`src/hw/rtl/stt_pkg.sv`:
```
package stt_pkg;

    localparam int DEF_INDEX_BITS = 12;
    localparam int CFG_INDEX_W    = 2;
    localparam int CFG_DATA_W     = 16;

    localparam logic [CFG_INDEX_W-1:0] CFG_MATE_THR  = 2'd0;
    localparam logic [CFG_INDEX_W-1:0] CFG_MATED_THR = 2'd1;

    localparam logic [14:0]        MATE_THR_RST  = 15'd31000;
    localparam logic signed [15:0] MATED_THR_RST = -16'sd31000;

    typedef enum logic [1:0] {
        CMD_PROBE   = 2'd0,
        CMD_STORE   = 2'd1,
        CMD_NEW_GEN = 2'd2,
        CMD_CLEAR   = 2'd3
    } t_cmd;

    // decoded word handed from front to back
    typedef struct packed {
        t_cmd               cmd;
        logic [63:0]        key;
        logic [15:0]        move;
        logic signed [15:0] score;
        logic [7:0]         depth;
        logic [1:0]         flag;
        logic [7:0]         ply;
    } t_item;

    typedef struct packed {
        logic [63:0]        tag;
        logic [7:0]         age;
        logic [1:0]         flag;
        logic [7:0]         depth;
        logic signed [15:0] score;
        logic [15:0]        move;
    } t_entry;

    localparam int ENTRY_W = $bits(t_entry);

    typedef struct packed {
        logic sweeping;
    } t_back_status;

    // mate score shift by ply, saturating to 16 bits
    function automatic logic signed [15:0] adjust_score(
        input logic signed [15:0] s,
        input logic [7:0]         ply,
        input logic               to_table,
        input logic [14:0]        mate_thr,
        input logic signed [15:0] mated_thr
    );
        logic signed [16:0] sx;
        logic signed [16:0] px;
        logic signed [16:0] sum;
        logic signed [15:0] res;
        sx = {s[15], s};
        px = {9'b0, ply};
        if (sx >= $signed({2'b00, mate_thr})) begin
            sum = to_table ? sx + px : sx - px;
        end else if (s <= mated_thr) begin
            sum = to_table ? sx - px : sx + px;
        end else begin
            sum = sx;
        end
        if (sum > 17'sd32767) begin
            res = 16'sh7FFF;
        end else if (sum < -17'sd32768) begin
            res = 16'sh8000;
        end else begin
            res = sum[15:0];
        end
        return res;
    endfunction

endpackage

```
`src/hw/rtl/stt_front.sv`:
```
module stt_front (
    input  logic                 i_clk,
    input  logic                 i_rst_n,
    input  logic                 i_in_valid,
    output logic                 o_in_ready,
    input  logic [1:0]           i_command,
    input  logic [63:0]          i_key,
    input  logic [15:0]          i_best_move,
    input  logic signed [15:0]   i_score,
    input  logic [7:0]           i_search_depth,
    input  logic [1:0]           i_bound_flag,
    input  logic [7:0]           i_ply,
    input  logic [14:0]          i_mate_thr,
    input  logic signed [15:0]   i_mated_thr,
    input  stt_pkg::t_back_status i_back_status,
    output logic                 o_head_valid,
    output stt_pkg::t_item       o_head,
    input  logic                 i_pop
);
    import stt_pkg::*;

    t_item      r_queue [2];
    logic       r_wr_ptr;
    logic       r_rd_ptr;
    logic [1:0] r_count;
    logic       push;
    logic       pop;
    t_item      item;

    // decode and pre-shift the score for the table
    always_comb begin
        item.cmd   = t_cmd'(i_command);
        item.key   = i_key;
        item.move  = i_best_move;
        item.score = adjust_score(i_score, i_ply, 1'b1, i_mate_thr, i_mated_thr);
        item.depth = i_search_depth;
        item.flag  = i_bound_flag;
        item.ply   = i_ply;
    end

    assign o_in_ready   = (r_count != 2'd2) && !i_back_status.sweeping;
    assign push         = i_in_valid && o_in_ready;
    assign o_head_valid = (r_count != 2'd0);
    assign pop          = i_pop && o_head_valid;
    assign o_head       = r_queue[r_rd_ptr];

    always_ff @(posedge i_clk) begin
        if (!i_rst_n) begin
            r_wr_ptr <= 1'b0;
            r_rd_ptr <= 1'b0;
            r_count  <= 2'd0;
        end else begin
            if (push) begin
                r_queue[r_wr_ptr] <= item;
                r_wr_ptr          <= ~r_wr_ptr;
            end
            if (pop) begin
                r_rd_ptr <= ~r_rd_ptr;
            end
            if (push && !pop) begin
                r_count <= r_count + 2'd1;
            end else if (pop && !push) begin
                r_count <= r_count - 2'd1;
            end
        end
    end

endmodule

```
`config.mk`:
```
export PLATFORM = sky130hd
export DESIGN_NAME = stt_front
export DESIGN_NICKNAME = d
export VERILOG_FILES = /design/src/hw/rtl/stt_pkg.sv /design/src/hw/rtl/stt_front.sv
export SDC_FILE = /design/constraint.sdc
export NUM_CORES = 1
export LEC_CHECK = 0
export ABC_AREA = 0
export BUFFER_PORTS_ARGS = -buffer_cell sky130_fd_sc_hd__buf_2
export CORE_MARGIN = 2
export CORE_UTILIZATION = 26
export DETAILED_ROUTE_END_ITERATION = 7
export PLACE_DENSITY = 0.52
export SLEW_MARGIN = 10
export SYNTH_ARGS = -nofsm -noshare
export SYNTH_HDL_FRONTEND = slang
export SYNTH_SLANG_ARGS = --single-unit
export TNS_END_PERCENT = 20
```
`constraint.sdc`:
```
create_clock -name i_clk -period 6.6 [get_ports i_clk]
set_input_delay 0.66 -clock i_clk [delete_from_list [all_inputs] [get_ports i_clk]]
set_output_delay 0.66 -clock i_clk [all_outputs]
set_load 0.02 [all_outputs]
```
==> key figures, run 1 <==
Route
  – DR vias: 6651
  – Wire length per cell: 16.8 µm
  – Starting DRT DRC Count: 260
  – Post-route antenna net violation count: 0
  – Number of DRC violations after detailed routing: 0
  – Mean number of vias per cell: 4.38
  – Total routed wirelength: 25500 µm
  – Drt pass-1 iters: 4

Layout
  – Layout overhead on the synthesized area: 26.0%
  – Share of layout cells above drive strength 1: 44.4%
  – Number of standard cells in the final layout excluding fillers: 1519
  – Number of inserted diodes: 0
  – Number of nets in the finished design: 1172

Power and ir drop
  – Worst vdd ir: 0.000159 V
  – Total power per unit cell area: 317 mW/mm²
  – Leakage power total: 5.14 nW
  – Total power of the final layout: 4.25 mW

Clock network
  – TritonCTS clock tree: built
  – Clock Latency Late Sink: 0.55 ns
  – Root buffer cell: clkbuf_16
  – Hold-fix buffers at CTS: 0
  – H-tree depth: 1
  – Clock-pin transition on the worst setup and hold timing paths: 0.06 ns
  – Setup repair bufs after CTS: 0
  – Max Root-Sink Buffers: 3
  – Number of buffers added by the clock tree synthesis step: 27
  – Clock sink count: 237
  – # resized after CTS: 0

GRT
  – Largest net degree at the start of global routing: 62
  – Vias in the first global route: 6584
  – GR Overflow Total: 0
  – Wire length of the first global-routing pass: 37100 µm
  – Total Routing Usage GR: 11.3%
  – Initial antenna violation count: 0

Floorplan
  – Die outline area: 0.0426 mm²
  – Number of primary I/O pins: 270
  – Number of placement rows: 74
  – Initial core utilization: 26.2%
  – Die Y-Extent: 206 µm
  – Die Wd: 206 µm
  – Standard cell core area: 0.0406 mm²

STA
  – Clock period minus worst slack: 3.56 ns
  – Post-Route Setup TNS: 0 ns
  – Transition time at the pin with the least slew margin: 0.892 ns
  – Share of the clock period used by the worst path after layout: 53.9%
  – Number of pins exceeding their max-slew limit in the final report: 0
  – Number of endpoints failing setup at the final stage: 0
  – Fmax: 281 MHz
  – Unrepaired setup endpoints after global routing: false
  – Final hold violation count: 0
  – Final worst clock skew: 0.0137 ns
  – Slew margin rel.: 40.5%

Worst setup path
  – Crit path cell chain: buf_4 -> mux2_2 -> buf_2
  – Critical path's top delay family: buffers and inverters
  – Worst Path Required: 5.94 ns
  – Data arrival time of the critical path: 2.90 ns
  – Nature of the critical path endpoint: output pin
  – Delay contributed by the slowest stage of the critical path: 0.86 ns
  – Critical path fanouts, max: 61
  – Worst setup path category: flop to output pin
  – Master of the slowest instance on the critical path: dfxtp_4
  – Kind of start point of the critical path: flop
  – Buf+Inv Stages, Crit Path: 2

Placement
  – Last weighted congestion value of the routability-driven placer: 0.852
  – Count of buffers from port buffering: 269
  – Total half-perimeter wirelength after legalization and detailed placement: 18600 µm
  – Post-Place Cells: 1473

Outcome
  – Result of the run: complete, no violations

Synth
  – Number of synthesized flops with an enable pin: 232
  – Average footprint of a synthesized cell: 15.5 µm²
  – Yosys warning total: 0
  – Top flip-flop cell by instance count after synthesis: edfxtp_1
  – Share of synthesized area occupied by flip-flops and latches: 66.3%
  – Count of cell types in the netlist: 63
  – Fraction of registers with async set or reset after synthesis: 0%
  – Net count of the mapped netlist: 890
  – Mapped Cells: 688
  – Synthesis-stage register bit count: 237
  – Post-Syn Area: 0.0107 mm²

Min path
  – Worst hold path class: input pin to flop

Job
  – Max-cap violations: 0
==> cell usage in the layout, fill, tap and decap left out, types with 5 or more instances in the layout <==
cell	instances
buf_2	269
edfxtp_1	232
mux2_2	117
inv_1	59
ha_1	48
clkbuf_16	27
a21oi_1	22
nand2_1	17
o21ai_0	17
nor2_1	14
nand3_1	13
clkbuf_1	11
nand4_1	8
o211ai_1	7
nor3_1	7
o31ai_1	6
xor2_1	6
xnor2_1	6
or3_1	5
and2_1	5
buf_4	5
==> through the flow <==
stage / hold WS [ns] / util (%) / setup WS, ns / area (µm²)
2_1_floorplan: 0.473 / - / 1.75 / 10700
3_3_place_gp: 0.500 / 31.1 / 2.69 / 12600
3_5_place_dp: 0.503 / 31.1 / 2.78 / 12600
4_1_cts: 0.254 / 33.1 / 2.93 / 13400
5_1_grt: 0.254 / 33.1 / 2.85 / 13400
6_report: 0.296 / 33.1 / 3.04 / 13400
==> metal layers <==
layer	part of all wire (%)	global-route usage (%)	routed length, µm
met1	41	13.8	10500
met2	49	19.7	12500
met3	7.3	2.46	1860
met4	2.1	3.62	539
met5	0	0	0
==> layout make-up <==
type	instances	area, µm²
clock buffers	38	717
inverters	59	221
multi-input cells	371	3290
clock inverters	8	85.1
flip-flops and latches	237	7070
well taps	532	666
fillers	4083	27200
repair buffers	274	1380
==> path summary, 6_finish.rpt <==
path / from / endpoint / slack [ns] / cells after the start
worst max-delay path: flop / o_head[87] / 3.04 / 3
worst min-delay path: i_best_move[3] / r_queue[0][37] / 0.30 / 1
worst max register to register: r_count[0] / r_queue[0][86] / 3.80 / 6
worst min register to register: r_count[1] / r_count[1] / 0.51 / 2
==> cells by family (layout without fill, tap and decap cells) <==
logic type | Yosys count | after routing | synth area share, %
flops | 237 | 237 | 66.3
buf+inv | 80 | 379 | 2.93
mux | 118 | 118 | 12.5
compound gates | 92 | 92 | 5.92
xor+xnor | 12 | 12 | 0.986
simple gates | 99 | 99 | 5.41
fa+ha+maj | 50 | 50 | 6.01
==> state kept, by name, indices dropped and copies added, names as in the netlist, named ones only <==
name and count:
r_count 2, r_rd_ptr 1, r_wr_ptr 1, r_queue 232
==> where the power goes <==
part           leakage (nW)  switching, mW  internal (mW)  total, mW
sequential             2.15         0.0736           1.75       1.82
clock                 0.387          0.571          0.795       1.37
combinational          2.61          0.618          0.452       1.07
total                  5.14           1.26           2.99       4.25
==> synth_stat cells (5+ instances only) <==
master	instances	share of area [%]
a21oi_1	22	1.0
and2_1	5	0.29
and3_1	5	0.29
clkbuf_1	17	0.60
dfxtp_1	5	0.94
edfxtp_1	232	65
ha_1	48	5.6
inv_1	59	2.1
mux2_2	117	12
nand2_1	17	0.60
nand3_1	13	0.61
nand4_1	8	0.47
nor2_1	15	0.53
nor3_1	7	0.33
o211ai_1	7	0.49
o21ai_0	17	0.80
o31ai_1	6	0.42
or3_1	5	0.29
xnor2_1	6	0.49
xor2_1	6	0.49
Note: power is estimated with default switching activity, not from simulation.
==> run 2, diff against run 1 <==
--- a/config.mk
+++ b/config.mk
@@ -10,7 +10,7 @@
 export CORE_MARGIN = 2
 export CORE_UTILIZATION = 26
 export DETAILED_ROUTE_END_ITERATION = 7
-export PLACE_DENSITY = 0.52
+export PLACE_DENSITY = 0.5
 export SLEW_MARGIN = 10
 export SYNTH_ARGS = -nofsm -noshare
 export SYNTH_HDL_FRONTEND = slang
==> constraint.sdc (replaced) <==
create_clock -name i_clk -period 3.6 [get_ports i_clk]
set_input_delay 0.36 -clock i_clk [delete_from_list [all_inputs] [get_ports i_clk]]
set_output_delay 0.36 -clock i_clk [all_outputs]
set_load 0.02 [all_outputs]
==> key figures, run 2 (same netlist as run 1, synthesis figures left out) <==
GRT
  – Vias in the first global route: 7014
  – Total Routing Usage GR: 11.6%
  – GR Overflow Total: 0
  – Initial antenna violation count: 0
  – Wire length of the first global-routing pass: 38600 µm
  – Largest net degree at the start of global routing: 72

STA
  – Post-Route Setup TNS: 0 ns
  – Number of pins exceeding their max-slew limit in the final report: 0
  – Slew margin rel.: 46.0%
  – Share of the clock period used by the worst path after layout: 76.7%
  – Fmax: 362 MHz
  – Min Hold Slack: 0.0316 ns
  – Clock period minus worst slack: 2.76 ns
  – Transition time at the pin with the least slew margin: 0.810 ns
  – Number of endpoints failing setup at the final stage: 0
  – Final hold violation count: 0
  – Worst setup margin: 0.840 ns
  – Unrepaired setup endpoints after global routing: false
  – Final worst clock skew: 0.0169 ns

Route
  – Wire length per cell: 16.1 µm
  – Met1 wire length: 11000 µm
  – DR vias: 6959
  – Post-route antenna net violation count: 0
  – Drt pass-1 iters: 4
  – Starting DRT DRC Count: 265
  – Mean number of vias per cell: 4.30
  – Met2 wirelength from detailed routing: 12900 µm
  – Total routed wirelength: 26100 µm
  – Highest routed metal layer: met4
  – Number of DRC violations after detailed routing: 0
  – Met3 wirelength from detailed routing: 1710 µm

Power and ir drop
  – Total power per unit cell area: 556 mW/mm²
  – Worst vdd ir: 0.000284 V
  – Leakage power total: 5.59 nW
  – Total power of the final layout: 8.05 mW

Worst setup path
  – Critical path fanouts, max: 15
  – Kind of start point of the critical path: input pin
  – Worst setup path category: input pin to flop
  – Data arrival time of the critical path: 2.99 ns
  – Worst Path Required: 3.83 ns
  – Nature of the critical path endpoint: flop

Job
  – Max-cap violations: 0

Clock network
  – TritonCTS clock tree: built
  – Clock-pin transition on the worst setup and hold timing paths: 0.06 ns
  – Hold-fix buffers at CTS: 85
  – H-tree depth: 1
  – Clock sink count: 237
  – Root buffer cell: clkbuf_16
  – Clock Latency Late Sink: 0.54 ns
  – Setup repair bufs after CTS: 0
  – # resized after CTS: 0
  – Number of buffers added by the clock tree synthesis step: 27
  – Max Root-Sink Buffers: 3

Layout
  – Number of inserted diodes: 0
  – Number of nets in the finished design: 1267
  – Number of standard cells in the final layout excluding fillers: 1617
  – Cell area after layout: 0.0145 mm²
  – Largest register FFs: 232
  – Highest-count cells in the layout ignoring fill and taps: 269 x buf_2, 232 x edfxtp_1, 117 x mux2_2, 85 x dlygate4sd3_1, 59 x inv_1
  – Most common cell after layout, fill and taps aside: buf_2
  – Count of fill cells added during filler insertion: 4016
  – Final core occ: 35.6%
  – Share of layout cells above drive strength 1: 41.5%
  – Top register by number of flip-flops: r_queue
  – Leading registers by flop count: r_queue: 232 flops, r_count: 2 flops
  – Layout overhead on the synthesized area: 35.9%

Min path
  – Worst hold path class: input pin to flop

Floorplan
  – Number of primary I/O pins: 270
  – Die Wd: 206 µm
  – Standard cell core area: 0.0406 mm²
  – Die Y-Extent: 206 µm
  – Initial core utilization: 26.2%
  – Number of placement rows: 74
  – Die outline area: 0.0426 mm²

Outcome
  – Result of the run: complete, no violations

Placement
  – Count of buffers from port buffering: 269
  – Area of placed instances: 0.0128 mm²
  – Place WS: 0.229 ns
  – Post-Place Cells: 1483
  – Total half-perimeter wirelength after legalization and detailed placement: 18500 µm
  – Last weighted congestion value of the routability-driven placer: 0.804
-- run 2: final timing paths --
path         depth (start not counted)         from             end  slack, ns
max reg2reg                          5   r_count[0]  r_queue[1][93]       1.36
min reg2reg                          2   r_count[1]      r_count[1]       0.51
max                                 10  i_score[13]  r_queue[0][29]       0.84
min                                  1    i_key[11]  r_queue[0][61]       0.03
-- run 2: cell type report --
class,instances,area (µm²),share of cell area (%)
Multi-Input combinational cell,371,3290,22.7
Clock buffer,33,698,4.82
Sequential cell,237,7070,48.8
Tap cell,532,666,4.59
Clock inverter,16,155,1.07
Inverter,59,221,1.53
Timing Repair Buffer,369,2380,16.5
-- run 2: power breakdown --
part	leakage, nW	switching (mW)	total, mW	internal (mW)
clock network	0.410	1.04	2.63	1.58
registers	2.15	0.0433	3.24	3.20
logic	3.03	1.25	2.18	0.930
-- run 2: layer usage --
layer | vias up | track usage (%)
met3 | 32 | 2.52
met4 | 0 | 2.83
met2 | 180 | 20.5
li1 | 3389 | -
met1 | 3358 | 14.4
met5 | - | 0
-- run 2: worst max-delay path: stages --
cell	delay, ns
buf_2	0.16
ha_1	0.36
a21oi_1	0.16
nor3b_1	0.09
nor3_4	0.24
or4b_4	0.52
a22oi_4	0.29
a31o_2	0.23
a21o_1	0.34
o21ai_0	0.23
